## config.mk

```make
export PLATFORM = sky130hd
export DESIGN_NAME = encoder_speed_estimator_flat
export DESIGN_NICKNAME = d
export VERILOG_FILES = /design/src/rtl/ese_pkg.sv /design/src/rtl/ese_ifs.sv /design/src/rtl/encoder_speed_estimator.sv /design/src/rtl/ese_ctrl.sv /design/src/rtl/ese_dp.sv /design/src/flat_wrapper.sv
export SDC_FILE = /design/constraint.sdc
export NUM_CORES = 2
export LEC_CHECK = 0
export BUFFER_PORTS_ARGS = -buffer_cell sky130_fd_sc_hd__buf_2
export CAP_MARGIN = 20
export CORE_MARGIN = 2
export CORE_UTILIZATION = 34
export DETAILED_ROUTE_END_ITERATION = 8
export PLACE_DENSITY = 0.54
export RECOVER_POWER = 25
export SYNTH_ARGS = -nofsm -noshare
export SYNTH_HDL_FRONTEND = slang
export SYNTH_HIERARCHICAL = 1
export SYNTH_SLANG_ARGS = --single-unit
```

## constraint.sdc

```tcl
create_clock -name clk_i -period 12.47 [get_ports clk_i]
set_clock_uncertainty 0.15 [all_clocks]
set_input_delay 1.247 -clock clk_i [delete_from_list [all_inputs] [get_ports clk_i]]
set_output_delay 1.247 -clock clk_i [all_outputs]
set_load 0.005 [all_outputs]
```

## src/rtl/ese_pkg.sv

```systemverilog
// ----------------------------------------------------------------------------
// Encoder speed estimator package
// Shared widths, codes and controller/datapath command types.
// ----------------------------------------------------------------------------
`default_nettype none

package ese_pkg;

  localparam int unsigned TIME_BITS_DEF  = 32;
  localparam int unsigned SPEED_BITS_DEF = 24;

  localparam int unsigned PULSE_W   = 32;
  localparam int unsigned CFG_IDX_W = 8;
  localparam int unsigned CFG_DAT_W = 32;
  localparam int unsigned DIV_W     = 8;

  // speed = pulses * 1e6 * 2^FRAC_BITS / (elapsed * divisor)
  localparam int unsigned US_PER_S  = 1000000;
  localparam int unsigned US_W      = 20;
  localparam int unsigned FRAC_BITS = 8;
  localparam int unsigned PROD_W    = PULSE_W + US_W;
  localparam int unsigned QUO_W     = PROD_W + FRAC_BITS;

  localparam logic [31:0]      WINDOW_US_RST  = 32'd50000;
  localparam logic [31:0]      STOP_US_RST    = 32'd200000;
  localparam logic [DIV_W-1:0] DIVISOR_RST    = 8'd24;

  localparam logic [CFG_IDX_W-1:0] CFG_ENABLE    = 8'd0;
  localparam logic [CFG_IDX_W-1:0] CFG_WINDOW_US = 8'd1;
  localparam logic [CFG_IDX_W-1:0] CFG_STOP_US   = 8'd2;
  localparam logic [CFG_IDX_W-1:0] CFG_DIVISOR   = 8'd3;

  typedef enum logic {
    OP_PULSE = 1'b0,
    OP_POLL  = 1'b1
  } ese_op_e;

  typedef enum logic [2:0] {
    ST_IDLE,
    ST_EVAL,
    ST_MUL,
    ST_DIV,
    ST_FIN,
    ST_OUT
  } ese_state_e;

  typedef struct packed {
    logic load_item;
    logic eval;
    logic mul;
    logic div_step;
    logic fin;
    logic out_load;
  } ese_cmd_t;

  typedef struct packed {
    logic need_speed;
    logic out_free;
  } ese_sts_t;

endpackage

`default_nettype wire

```

## src/rtl/ese_ifs.sv

```systemverilog
// ----------------------------------------------------------------------------
// Encoder speed estimator channels
// Request, result and configuration write channels with valid/ready.
// ----------------------------------------------------------------------------
`default_nettype none

interface ese_in_if
  import ese_pkg::*;
#(
  parameter int unsigned TIME_BITS = TIME_BITS_DEF
);
  logic                 valid;
  logic                 ready;
  logic                 opcode;
  logic [TIME_BITS-1:0] time_us;

  modport source (output valid, opcode, time_us, input ready);
  modport sink   (input valid, opcode, time_us, output ready);
endinterface

interface ese_out_if
  import ese_pkg::*;
#(
  parameter int unsigned SPEED_BITS = SPEED_BITS_DEF
);
  logic                  valid;
  logic                  ready;
  logic [PULSE_W-1:0]    pulse_total;
  logic [SPEED_BITS-1:0] speed_q8;
  logic                  moving;

  modport source (output valid, pulse_total, speed_q8, moving, input ready);
  modport sink   (input valid, pulse_total, speed_q8, moving, output ready);
endinterface

interface ese_cfg_if
  import ese_pkg::*;
();
  logic                 valid;
  logic                 ready;
  logic [CFG_IDX_W-1:0] index;
  logic [CFG_DAT_W-1:0] data;

  modport source (output valid, index, data, input ready);
  modport sink   (input valid, index, data, output ready);
endinterface

`default_nettype wire

```

## src/rtl/encoder_speed_estimator.sv

```systemverilog
// ----------------------------------------------------------------------------
// Encoder speed estimator
// Counts encoder pulses and measures speed over a time window (M method).
//
//   channel   dir  handshake            payload
//   item_i    in   valid / ready        opcode, time_us
//   result_o  out  valid / ready        pulse_total, speed_q8, moving
//   cfg_i     in   valid / ready (=1)   index, data
//
// A pulse that closes a window goes from accept to result valid through evaluate,
// multiply, 60 steps of the radix-2 divider, finish and load.
// Any other request goes through evaluate and load only.
// A new request is taken once the controller is idle, while the previous
// result may still wait in the output register.
// Reset clears window state and loads register defaults; no clearing pass.
// ----------------------------------------------------------------------------
`default_nettype none

module encoder_speed_estimator
  import ese_pkg::*;
#(
  parameter int unsigned TIME_BITS  = TIME_BITS_DEF,
  parameter int unsigned SPEED_BITS = SPEED_BITS_DEF
)(
  input  wire logic clk_i,
  input  wire logic rst_ni,
  ese_in_if.sink    item_i,
  ese_out_if.source result_o,
  ese_cfg_if.sink   cfg_i
);

  ese_cmd_t cmd;
  ese_sts_t sts;
  logic     in_ready;

  assign item_i.ready = in_ready;
  assign cfg_i.ready  = 1'b1;

  ese_ctrl u_ctrl (
    .clk_i      (clk_i),
    .rst_ni     (rst_ni),
    .in_valid_i (item_i.valid),
    .in_ready_o (in_ready),
    .sts_i      (sts),
    .cmd_o      (cmd)
  );

  ese_dp #(
    .TIME_BITS  (TIME_BITS),
    .SPEED_BITS (SPEED_BITS)
  ) u_dp (
    .clk_i         (clk_i),
    .rst_ni        (rst_ni),
    .cmd_i         (cmd),
    .sts_o         (sts),
    .cfg_valid_i   (cfg_i.valid),
    .cfg_index_i   (cfg_i.index),
    .cfg_data_i    (cfg_i.data),
    .opcode_i      (item_i.opcode),
    .time_us_i     (item_i.time_us),
    .out_ready_i   (result_o.ready),
    .out_valid_o   (result_o.valid),
    .pulse_total_o (result_o.pulse_total),
    .speed_q8_o    (result_o.speed_q8),
    .moving_o      (result_o.moving)
  );

endmodule

`default_nettype wire

```

## src/rtl/ese_ctrl.sv

```systemverilog
// ----------------------------------------------------------------------------
// Encoder speed estimator controller
// Sequences evaluate, multiply, serial divide and result load.
// ----------------------------------------------------------------------------
`default_nettype none

module ese_ctrl
  import ese_pkg::*;
(
  input  wire logic     clk_i,
  input  wire logic     rst_ni,
  input  wire logic     in_valid_i,
  output logic          in_ready_o,
  input  wire ese_sts_t sts_i,
  output ese_cmd_t      cmd_o
);

  localparam int unsigned CNT_W = $clog2(QUO_W);

  ese_state_e       state_q, state_d;
  logic [CNT_W-1:0] cnt_q, cnt_d;

  always_ff @(posedge clk_i or negedge rst_ni) begin
    if (!rst_ni) begin
      state_q <= ST_IDLE;
      cnt_q   <= '0;
    end else begin
      state_q <= state_d;
      cnt_q   <= cnt_d;
    end
  end

  always_comb begin
    state_d    = state_q;
    cnt_d      = cnt_q;
    cmd_o      = '0;
    in_ready_o = 1'b0;
    case (state_q)
      ST_IDLE: begin
        in_ready_o = 1'b1;
        if (in_valid_i) begin
          cmd_o.load_item = 1'b1;
          state_d         = ST_EVAL;
        end
      end
      ST_EVAL: begin
        cmd_o.eval = 1'b1;
        state_d    = sts_i.need_speed ? ST_MUL : ST_OUT;
      end
      ST_MUL: begin
        cmd_o.mul = 1'b1;
        cnt_d     = '0;
        state_d   = ST_DIV;
      end
      ST_DIV: begin
        cmd_o.div_step = 1'b1;
        if (cnt_q == CNT_W'(QUO_W - 1)) begin
          state_d = ST_FIN;
        end else begin
          cnt_d = cnt_q + 1'b1;
        end
      end
      ST_FIN: begin
        cmd_o.fin = 1'b1;
        state_d   = ST_OUT;
      end
      ST_OUT: begin
        // hold until the result register can take the new result
        if (sts_i.out_free) begin
          cmd_o.out_load = 1'b1;
          state_d        = ST_IDLE;
        end
      end
      default: begin
        state_d = ST_IDLE;
      end
    endcase
  end

  a_load_to_eval: assert property (@(posedge clk_i) disable iff (!rst_ni)
    cmd_o.load_item |=> state_q == ST_EVAL)
    else $error("item load not followed by evaluate");

  a_fin_after_all_steps: assert property (@(posedge clk_i) disable iff (!rst_ni)
    state_q == ST_FIN |-> cnt_q == CNT_W'(QUO_W - 1))
    else $error("divide finished before all quotient bits");

endmodule

`default_nettype wire

```

## src/rtl/ese_dp.sv

```systemverilog
// ----------------------------------------------------------------------------
// Encoder speed estimator datapath
// Config registers, window state, speed multiply and radix-2 divider,
// result register.
// ----------------------------------------------------------------------------
`default_nettype none

module ese_dp
  import ese_pkg::*;
#(
  parameter int unsigned TIME_BITS  = TIME_BITS_DEF,
  parameter int unsigned SPEED_BITS = SPEED_BITS_DEF
)(
  input  wire logic                  clk_i,
  input  wire logic                  rst_ni,
  input  wire ese_cmd_t              cmd_i,
  output ese_sts_t                   sts_o,
  input  wire logic                  cfg_valid_i,
  input  wire logic [CFG_IDX_W-1:0]  cfg_index_i,
  input  wire logic [CFG_DAT_W-1:0]  cfg_data_i,
  input  wire logic                  opcode_i,
  input  wire logic [TIME_BITS-1:0]  time_us_i,
  input  wire logic                  out_ready_i,
  output logic                       out_valid_o,
  output logic [PULSE_W-1:0]         pulse_total_o,
  output logic [SPEED_BITS-1:0]      speed_q8_o,
  output logic                       moving_o
);

  localparam int unsigned CMP_W = (TIME_BITS > 32) ? TIME_BITS : 32;
  localparam int unsigned DW    = TIME_BITS + DIV_W;
  localparam logic [SPEED_BITS-1:0] SPEED_MAX = '1;

  // configuration
  logic             enable_q;
  logic [31:0]      window_us_q;
  logic [31:0]      stop_us_q;
  logic [DIV_W-1:0] divisor_q;

  // window state
  logic [PULSE_W-1:0]    pulse_cnt_q;
  logic [PULSE_W-1:0]    wsc_q;
  logic [TIME_BITS-1:0]  wst_q;
  logic                  active_q;
  logic [SPEED_BITS-1:0] speed_q;

  // item and arithmetic
  logic                 op_q;
  logic [TIME_BITS-1:0] time_q;
  logic [PULSE_W-1:0]   delta_q;
  logic [TIME_BITS-1:0] elapsed_q;
  logic [QUO_W-1:0]     nq_q, nq_d;
  logic [DW-1:0]        d_q, d_d;
  logic [DW-1:0]        rem_q, rem_d;

  logic                  out_valid_q;
  logic [PULSE_W-1:0]    out_pulse_q;
  logic [SPEED_BITS-1:0] out_speed_q;
  logic                  out_moving_q;

  logic [PULSE_W-1:0]    pulse_inc;
  logic [TIME_BITS-1:0]  elapsed;
  logic                  win_over;
  logic                  stop_over;
  logic [DIV_W-1:0]      div_eff;
  logic [PROD_W-1:0]     prod;
  logic [DW:0]           rem_sh;
  logic                  q_bit;
  logic [SPEED_BITS-1:0] speed_sat;

  always_ff @(posedge clk_i or negedge rst_ni) begin
    if (!rst_ni) begin
      enable_q    <= 1'b1;
      window_us_q <= WINDOW_US_RST;
      stop_us_q   <= STOP_US_RST;
      divisor_q   <= DIVISOR_RST;
    end else if (cfg_valid_i) begin
      case (cfg_index_i)
        CFG_ENABLE:    enable_q    <= cfg_data_i[0];
        CFG_WINDOW_US: window_us_q <= cfg_data_i[31:0];
        CFG_STOP_US:   stop_us_q   <= cfg_data_i[31:0];
        CFG_DIVISOR:   divisor_q   <= cfg_data_i[DIV_W-1:0];
        default: begin
        end
      endcase
    end
  end

  assign pulse_inc = pulse_cnt_q + 1'b1;
  assign elapsed   = time_q - wst_q;
  assign win_over  = CMP_W'(elapsed) > CMP_W'(window_us_q);
  assign stop_over = CMP_W'(elapsed) > CMP_W'(stop_us_q);

  assign sts_o.need_speed = (op_q == OP_PULSE) && active_q && win_over;
  assign sts_o.out_free   = !out_valid_q || out_ready_i;

  always_ff @(posedge clk_i or negedge rst_ni) begin
    if (!rst_ni) begin
      pulse_cnt_q <= '0;
      wsc_q       <= '0;
      wst_q       <= '0;
      active_q    <= 1'b0;
      speed_q     <= '0;
    end else begin
      if (cmd_i.eval) begin
        if (op_q == OP_PULSE) begin
          pulse_cnt_q <= pulse_inc;
          if (!active_q) begin
            wsc_q    <= pulse_inc;
            wst_q    <= time_q;
            active_q <= 1'b1;
          end else if (win_over) begin
            // restart the window at this pulse
            wsc_q <= pulse_inc;
            wst_q <= time_q;
          end
        end else if (enable_q && active_q && stop_over) begin
          active_q <= 1'b0;
        end
      end
      if (cmd_i.fin) begin
        speed_q <= speed_sat;
      end
    end
  end

  always_ff @(posedge clk_i) begin
    if (cmd_i.load_item) begin
      op_q   <= opcode_i;
      time_q <= time_us_i;
    end
    if (cmd_i.eval) begin
      delta_q   <= pulse_inc - wsc_q;
      elapsed_q <= elapsed;
    end
    if (cmd_i.mul || cmd_i.div_step) begin
      nq_q  <= nq_d;
      d_q   <= d_d;
      rem_q <= rem_d;
    end
  end

  assign div_eff = (divisor_q == '0) ? DIV_W'(1) : divisor_q;
  assign prod    = PROD_W'(delta_q) * PROD_W'(US_PER_S);
  assign rem_sh  = {rem_q, nq_q[QUO_W-1]};
  assign q_bit   = rem_sh >= {1'b0, d_q};

  // shift the numerator out the top, quotient bits in at the bottom
  always_comb begin
    nq_d  = nq_q;
    d_d   = d_q;
    rem_d = rem_q;
    if (cmd_i.mul) begin
      nq_d  = {prod, FRAC_BITS'(0)};
      d_d   = DW'(elapsed_q) * DW'(div_eff);
      rem_d = '0;
    end else if (cmd_i.div_step) begin
      nq_d  = {nq_q[QUO_W-2:0], q_bit};
      rem_d = q_bit ? DW'(rem_sh - {1'b0, d_q}) : DW'(rem_sh);
    end
  end

  assign speed_sat = (|nq_q[QUO_W-1:SPEED_BITS]) ? SPEED_MAX : nq_q[SPEED_BITS-1:0];

  always_ff @(posedge clk_i or negedge rst_ni) begin
    if (!rst_ni) begin
      out_valid_q <= 1'b0;
    end else if (cmd_i.out_load) begin
      out_valid_q <= 1'b1;
    end else if (out_ready_i) begin
      out_valid_q <= 1'b0;
    end
  end

  always_ff @(posedge clk_i) begin
    if (cmd_i.out_load) begin
      out_pulse_q  <= pulse_cnt_q;
      out_speed_q  <= (enable_q && active_q) ? speed_q : '0;
      out_moving_q <= active_q;
    end
  end

  assign out_valid_o   = out_valid_q;
  assign pulse_total_o = out_pulse_q;
  assign speed_q8_o    = out_speed_q;
  assign moving_o      = out_moving_q;

  a_pulse_counts_one: assert property (@(posedge clk_i) disable iff (!rst_ni)
    (cmd_i.eval && op_q == OP_PULSE) |=> pulse_cnt_q == $past(pulse_cnt_q) + 1'b1)
    else $error("pulse count did not advance by one");

  a_rem_below_divisor: assert property (@(posedge clk_i) disable iff (!rst_ni)
    cmd_i.div_step |-> rem_q < d_q)
    else $error("divider remainder not below divisor");

  a_speed_only_on_fin: assert property (@(posedge clk_i) disable iff (!rst_ni)
    !cmd_i.fin |=> $stable(speed_q))
    else $error("stored speed changed outside divide finish");

endmodule

`default_nettype wire

```

## src/flat_wrapper.sv

```systemverilog
// flat-port wrapper written by rule: the top's interface ports become plain ports
module encoder_speed_estimator_flat import ese_pkg::*;
#(
  parameter int unsigned TIME_BITS  = TIME_BITS_DEF,
  parameter int unsigned SPEED_BITS = SPEED_BITS_DEF
)
  (clk_i, rst_ni, item_i_valid, item_i_opcode, item_i_time_us, item_i_ready, result_o_valid, result_o_pulse_total, result_o_speed_q8, result_o_moving, result_o_ready, cfg_i_valid, cfg_i_index, cfg_i_data, cfg_i_ready);
  ese_in_if #(.TIME_BITS(TIME_BITS)) item_i_i ();
  ese_out_if #(.SPEED_BITS(SPEED_BITS)) result_o_i ();
  ese_cfg_if cfg_i_i ();
  input  wire logic clk_i;
  input  wire logic rst_ni;
  input wire logic [$bits(item_i_i.valid)-1:0] item_i_valid;
  input wire logic [$bits(item_i_i.opcode)-1:0] item_i_opcode;
  input wire logic [$bits(item_i_i.time_us)-1:0] item_i_time_us;
  output wire logic [$bits(item_i_i.ready)-1:0] item_i_ready;
  output wire logic [$bits(result_o_i.valid)-1:0] result_o_valid;
  output wire logic [$bits(result_o_i.pulse_total)-1:0] result_o_pulse_total;
  output wire logic [$bits(result_o_i.speed_q8)-1:0] result_o_speed_q8;
  output wire logic [$bits(result_o_i.moving)-1:0] result_o_moving;
  input wire logic [$bits(result_o_i.ready)-1:0] result_o_ready;
  input wire logic [$bits(cfg_i_i.valid)-1:0] cfg_i_valid;
  input wire logic [$bits(cfg_i_i.index)-1:0] cfg_i_index;
  input wire logic [$bits(cfg_i_i.data)-1:0] cfg_i_data;
  output wire logic [$bits(cfg_i_i.ready)-1:0] cfg_i_ready;
  assign item_i_i.valid = item_i_valid;
  assign item_i_i.opcode = item_i_opcode;
  assign item_i_i.time_us = item_i_time_us;
  assign item_i_ready = item_i_i.ready;
  assign result_o_valid = result_o_i.valid;
  assign result_o_pulse_total = result_o_i.pulse_total;
  assign result_o_speed_q8 = result_o_i.speed_q8;
  assign result_o_moving = result_o_i.moving;
  assign result_o_i.ready = result_o_ready;
  assign cfg_i_i.valid = cfg_i_valid;
  assign cfg_i_i.index = cfg_i_index;
  assign cfg_i_i.data = cfg_i_data;
  assign cfg_i_ready = cfg_i_i.ready;
  encoder_speed_estimator #(.TIME_BITS(TIME_BITS), .SPEED_BITS(SPEED_BITS)) u_core (.clk_i(clk_i), .rst_ni(rst_ni), .item_i(item_i_i), .result_o(result_o_i), .cfg_i(cfg_i_i));
endmodule
```

======== Word level (Yosys, flattened, before mapping) ========
Cells that the tools add are included.
storage, ports and cells
  word-level logic and storage cells ...... 104
  register bits ........................... 498
  output and inout bits ................... 60
  bits of input ports ..................... 78
operators by class
  add/sub/neg operators ................... 5
  reductions and logical operators ........ 25
  $lt $le $gt $ge ......................... 3
  multiply operators ...................... 2
  multiplexer cells ....................... 30
  eq/ne operators ......................... 15
  bitwise gates (word level) .............. 1
operators with widths
  kind                                                                   number
  32-bit 2-to-1 mux                                                      4
  60-bit 2-to-1 mux                                                      2
  40-bit 2-to-1 mux                                                      2
  32-bit greater-than comparator                                         2
  32-bit subtractor                                                      2
  32-bit by 14-bit multiplier with 46-bit output, second input constant  1
  41-bit by 40-bit greater-or-equal comparator with 1-bit output         1
  32-bit by 8-bit multiplier with 40-bit output                          1
  40-bit subtractor                                                      1
  36-bit OR reduction                                                    1
  32-bit by 1-bit adder with 32-bit output, second input constant        1
  24-bit 2-to-1 mux                                                      1
  3-bit case mux with 6 select lines                                     1
  2-bit AND reduction                                                    9
  8-bit by 2-bit equality test with 1-bit output, second input constant  2
  8-bit logical NOT                                                      2
  1-bit 2-to-1 mux                                                       13
  3-bit 2-to-1 mux                                                       4
  6-bit case mux with 2 select lines                                     1
  8-bit by 1-bit equality test with 1-bit output, second input constant  1
  8-bit 2-to-1 mux                                                       1
  6-bit by 1-bit adder with 6-bit output, second input constant          1
  3-bit by 2-bit equality test with 1-bit output, second input constant  2
  3-bit equality test, second input constant                             2
  12 further kinds                                                       23

======== Logic depth before layout (Yosys ltp) ========
  depth after elaboration ................. 5
  mapped depth ............................ 26

======== By module ========
The synthesis kept the hierarchy.
by module, submodules not included
  module                   area each (sq um)  cells an instance  instances
  ese_dp                   40179.8            3715               1
  ese_ctrl                 585.6              66                 1
  encoder_speed_estimator  11.3               2                  1

======== Least setup slack after synthesis ========
Ideal clock, no wire load.
  path kind ............................... reg-to-reg
  start point ............................. register u_core.u_dp.delta_q[1]
  end point ............................... register u_core.u_dp.nq_q[59], data pin
  path slack .............................. 6.261 ns
  arrival time ............................ 5.799 ns
  path buffers ............................ 0
  stages on the path, launching flop included .. 22
  data required time ...................... 12.060 ns
  library setup time ...................... 0.260 ns
  cell sequence ........................... edfxtp_1 -> inv_1 -> fa_1 -> inv_1 -> fa_1 -> fa_1 -> fa_1 -> ha_1 -> inv_1 -> fa_1 -> inv_1 -> ha_1 -> and4_1 -> a21o_1 -> a311o_1 -> a21oi_2 -> nor2_1 -> o41ai_2 -> a21oi_1 -> a311oi_2 -> xnor2_1 -> mux2_2
between the ends
  cells in the longest elaborated chain, start to end .. 2
ends and longest elaborated chain
  what                                            RTL line       text
  start, declared                                 ese_dp.sv:50   logic [PULSE_W-1:0] delta_q;
  start signal, assigned                          ese_dp.sv:133  delta_q <= pulse_inc - wsc_q;
  32-bit by 14-bit multiplier with 46-bit output  ese_dp.sv:144  assign prod = PROD_W'(delta_q) * PROD_W'(US_PER_S);
  60-bit 2-to-1 mux                               ese_dp.sv:153  if (cmd_i.mul) begin
  named net u_core.u_dp.nq_d[59]                  ese_dp.sv:52   logic [QUO_W-1:0] nq_q, nq_d;
  end signal, assigned                            ese_dp.sv:137  nq_q <= nq_d;
  end, declared                                   ese_dp.sv:52
The timed path passes the listed nets, and every way through them passes these cells.
A chain may end at the register's enable or synchronous reset.

==> results_dict.tcl <==
set metrics [dict create \
    hp-class "register to register" \
    fmax_mhz 146 \
    slowest_delay_ns 2.95 \
    gp_congestion 0.876 \
    violations "capacitance limit, slew limit" \
    worst-slew-pin-transition_ns 4.37 \
    slew_headroom -1.91 \
    drv_cap 5 \
    fin_tns_setup_ns 0 \
    synth-edff-count 294 \
    syn_nets 4560 \
    ctsRootBufferMaster "clkbuf_16" \
    initial_core_util 0.341 \
    post-cts-setup-buffers 0 \
    rsz0062_at_grt "no" \
    dr.pass1.iters 5 \
    synth.most_common_cell "inv_1" \
    post-route-period-util 0.551 \
    clock-sinks 498 \
    ios 138 \
    dr_total_vias 26700 \
    grt_overflow_total 0 \
    cts_buffer_depth 3 \
    synth_top_area_share 0.217 \
    reg2regPathDepth 21 \
    cts_buffers 56 \
    crit_buf_inv 2 \
    drcViolationCount 0 \
    postSynthAreaPerCell_um2 10.8 \
    ant_nets 0 \
    grt_max_degree 68 \
    fill_cells 12000 \
    crit_arrival_ns 6.77 \
    crit_chain "clkbuf_1 > clkbuf_1" \
    status "finished with violations" \
    track_usage 0.151 \
    core.rowCount 127 \
    die_w_um 350 \
    finalWirelength_mm 91.3 \
    dpl.hpwl_mm 69.8 \
    post_cts_resize_count 0 \
    core_area_mm2 0.119 \
    synthesis.area_mm2 0.0408 \
    synth_warnings 6 \
    first_global_vias 27300 \
    setup_viol 0 \
    yosys.area.top_type "edfxtp_1" \
    synth-seq-cells 498 \
    synth_commonest_cells "567 x inv_1, 381 x ha_1, 318 x fa_1" \
    finalNonFillerCells 5566 \
    slew_viol_final 232 \
    vias_per_cell 4.80 \
    critical_path_class "primary input to async pin" \
    async_flop_share 0.410 \
    antenna_found_initial 3 \
    dieArea_mm2 0.123 \
    critPathLaunchType "primary input" \
    grt_pass1_wl_mm 150 \
    min_period_ns 6.87 \
    io_buffers 136 \
    slowest_stage "clkbuf_1" \
    crit_top_cell "clkbuf_1" \
    ys_seq_area_frac 0.342 \
    dp_cells 5460 \
    synth-main-ff-cell "edfxtp_1" \
    area_growth_pct 10.9 \
    synth_cell_types 90 \
    wl_per_cell_um 16.4 \
    synthTopCellsByArea "edfxtp_1 22%, fa_1 16%, ha_1 12%, dfrtp_1 12%, inv_1 5.2%" \
    final_hold_viol_count 0 \
    cts_tree "done" \
    holdPathStages 1 \
    antennaDiodeCount 0 \
    clk_latency_ns 0.65 \
    path_depth 2 \
    synthCells 3783 \
    final_nets 4683 \
    postCtsHoldBufs 0 \
    clkTransAtPathRegs_ns 0.06 \
    critPathTopFamily "buffers and inverters" \
    path_max_fanout 66 \
    h-tree-depth 2 \
    critPathRequiredTime_ns 12.37 \
    drive_above_1_share 0.110 \
    cp-end-kind "async pin" \
    dpl-instance-area_mm2 0.0433 \
    drtIter0Drc 1289 \
    fin_area_mm2 0.0452 \
    fp.dieH_um 350 \
]
-- final cells by class --
type,count,area (µm²),area share
Tap cell,1612,2020,0.0446
Clock buffer,76,1550,0.0342
Inverter,567,2130,0.0471
Sequential cell,498,14000,0.309
Multi-Input combinational cell,2623,24300,0.538
Clock inverter,30,422,0.00933
Timing Repair Buffer,160,843,0.0187
-- state kept, by name, summed over array words and instances, names as in the netlist, 3 cells and up --
register,flops
u_core/u_dp/nq_q,60
u_core/u_dp/d_q,40
u_core/u_dp/rem_q,40
u_core/u_dp/delta_q,32
u_core/u_dp/elapsed_q,32
u_core/u_dp/pulse_cnt_q,32
u_core/u_dp/pulse_total_o,32
u_core/u_dp/stop_us_q,32
u_core/u_dp/time_q,32
u_core/u_dp/window_us_q,32
u_core/u_dp/wsc_q,32
u_core/u_dp/wst_q,32
u_core/u_dp/speed_q8_o,24
u_core/u_dp/speed_q,24
u_core/u_dp/divisor_q,8
u_core/u_ctrl/cnt_q,6
u_core/u_ctrl/state_q,3
-- logic make-up after synthesis --
logic type	Yosys count	share of synthesized area
AO/OA/AOI/OAI	614	0.101
XOR/XNOR	229	0.0492
adder cells (fa/ha/maj)	699	0.273
buffers and inverters	662	0.0625
flip-flops	498	0.342
multiplexers	210	0.0570
other	1	0.0000920
AND/OR/NAND/NOR	870	0.115
-- layout by cell type, fill, tap and decap left out, types with 24 or more instances in the layout --
| master | Yosys | layout |
|---|---|---|
| o22a_1 | 24 | 24 |
| edfxtp_1 | 294 | 294 |
| xor2_1 | 89 | 89 |
| nand4_1 | 41 | 41 |
| and2_1 | 214 | 213 |
| clkbuf_16 | 0 | 56 |
| dfrtp_1 | 189 | 189 |
| inv_1 | 567 | 567 |
| nand2_1 | 160 | 160 |
| a21oi_1 | 186 | 185 |
| mux2i_1 | 33 | 33 |
| o21ai_1 | 34 | 31 |
| o21bai_1 | 35 | 35 |
| and3_1 | 49 | 49 |
| nand2b_1 | 34 | 35 |
| ha_1 | 381 | 381 |
| nor3_1 | 37 | 37 |
| nor2_1 | 137 | 135 |
| buf_2 | 7 | 134 |
| nand3_1 | 49 | 49 |
| xnor2_1 | 140 | 140 |
| fa_1 | 318 | 318 |
| a21o_1 | 131 | 131 |
| mux2_2 | 140 | 140 |
| o21ai_0 | 57 | 60 |
| mux2_1 | 37 | 37 |
| nor2b_1 | 76 | 76 |
-- final timing paths --
check	from	to	slack [ns]
max in group clk_i	u_core/u_dp/delta_q[1]	u_core/u_dp/nq_q[59]	5.68
min in group asynchronous	rst_ni	u_core/u_dp/pulse_cnt_q[31]	1.95
max reg2reg	u_core/u_dp/delta_q[1]	u_core/u_dp/nq_q[59]	5.68
min reg2reg	u_core/u_dp/wst_q[5]	u_core/u_dp/wst_q[5]	0.33
min	u_core/u_dp/wst_q[5]	u_core/u_dp/wst_q[5]	0.33
max	rst_ni	u_core/u_dp/pulse_cnt_q[27]	5.60
-- metal layers --
layer,routed length [µm],vias up,share of wire,track usage
met5,27,-,0.00030,0
met3,2540,102,0.028,0.0161
met1,46600,13200,0.51,0.223
met2,40100,322,0.44,0.236
met4,2090,4,0.023,0.0382
li1,-,13100,-,-
-- metrics by stage --
stage | setup slack [ns] | utilization | hold WS, ns
floorplan | 6.26 | - | 0.273
global placement | 5.73 | 0.362 | 0.317
detailed placement | 5.70 | 0.362 | 0.318
CTS | 5.68 | 0.379 | 0.333
global route | 4.25 | 0.378 | 0.346
finish | 5.60 | 0.378 | 0.332
Power is left out: the tool's default activity adds up to more than one toggle a clock period on the data nets, which glitch-free logic cannot reach.
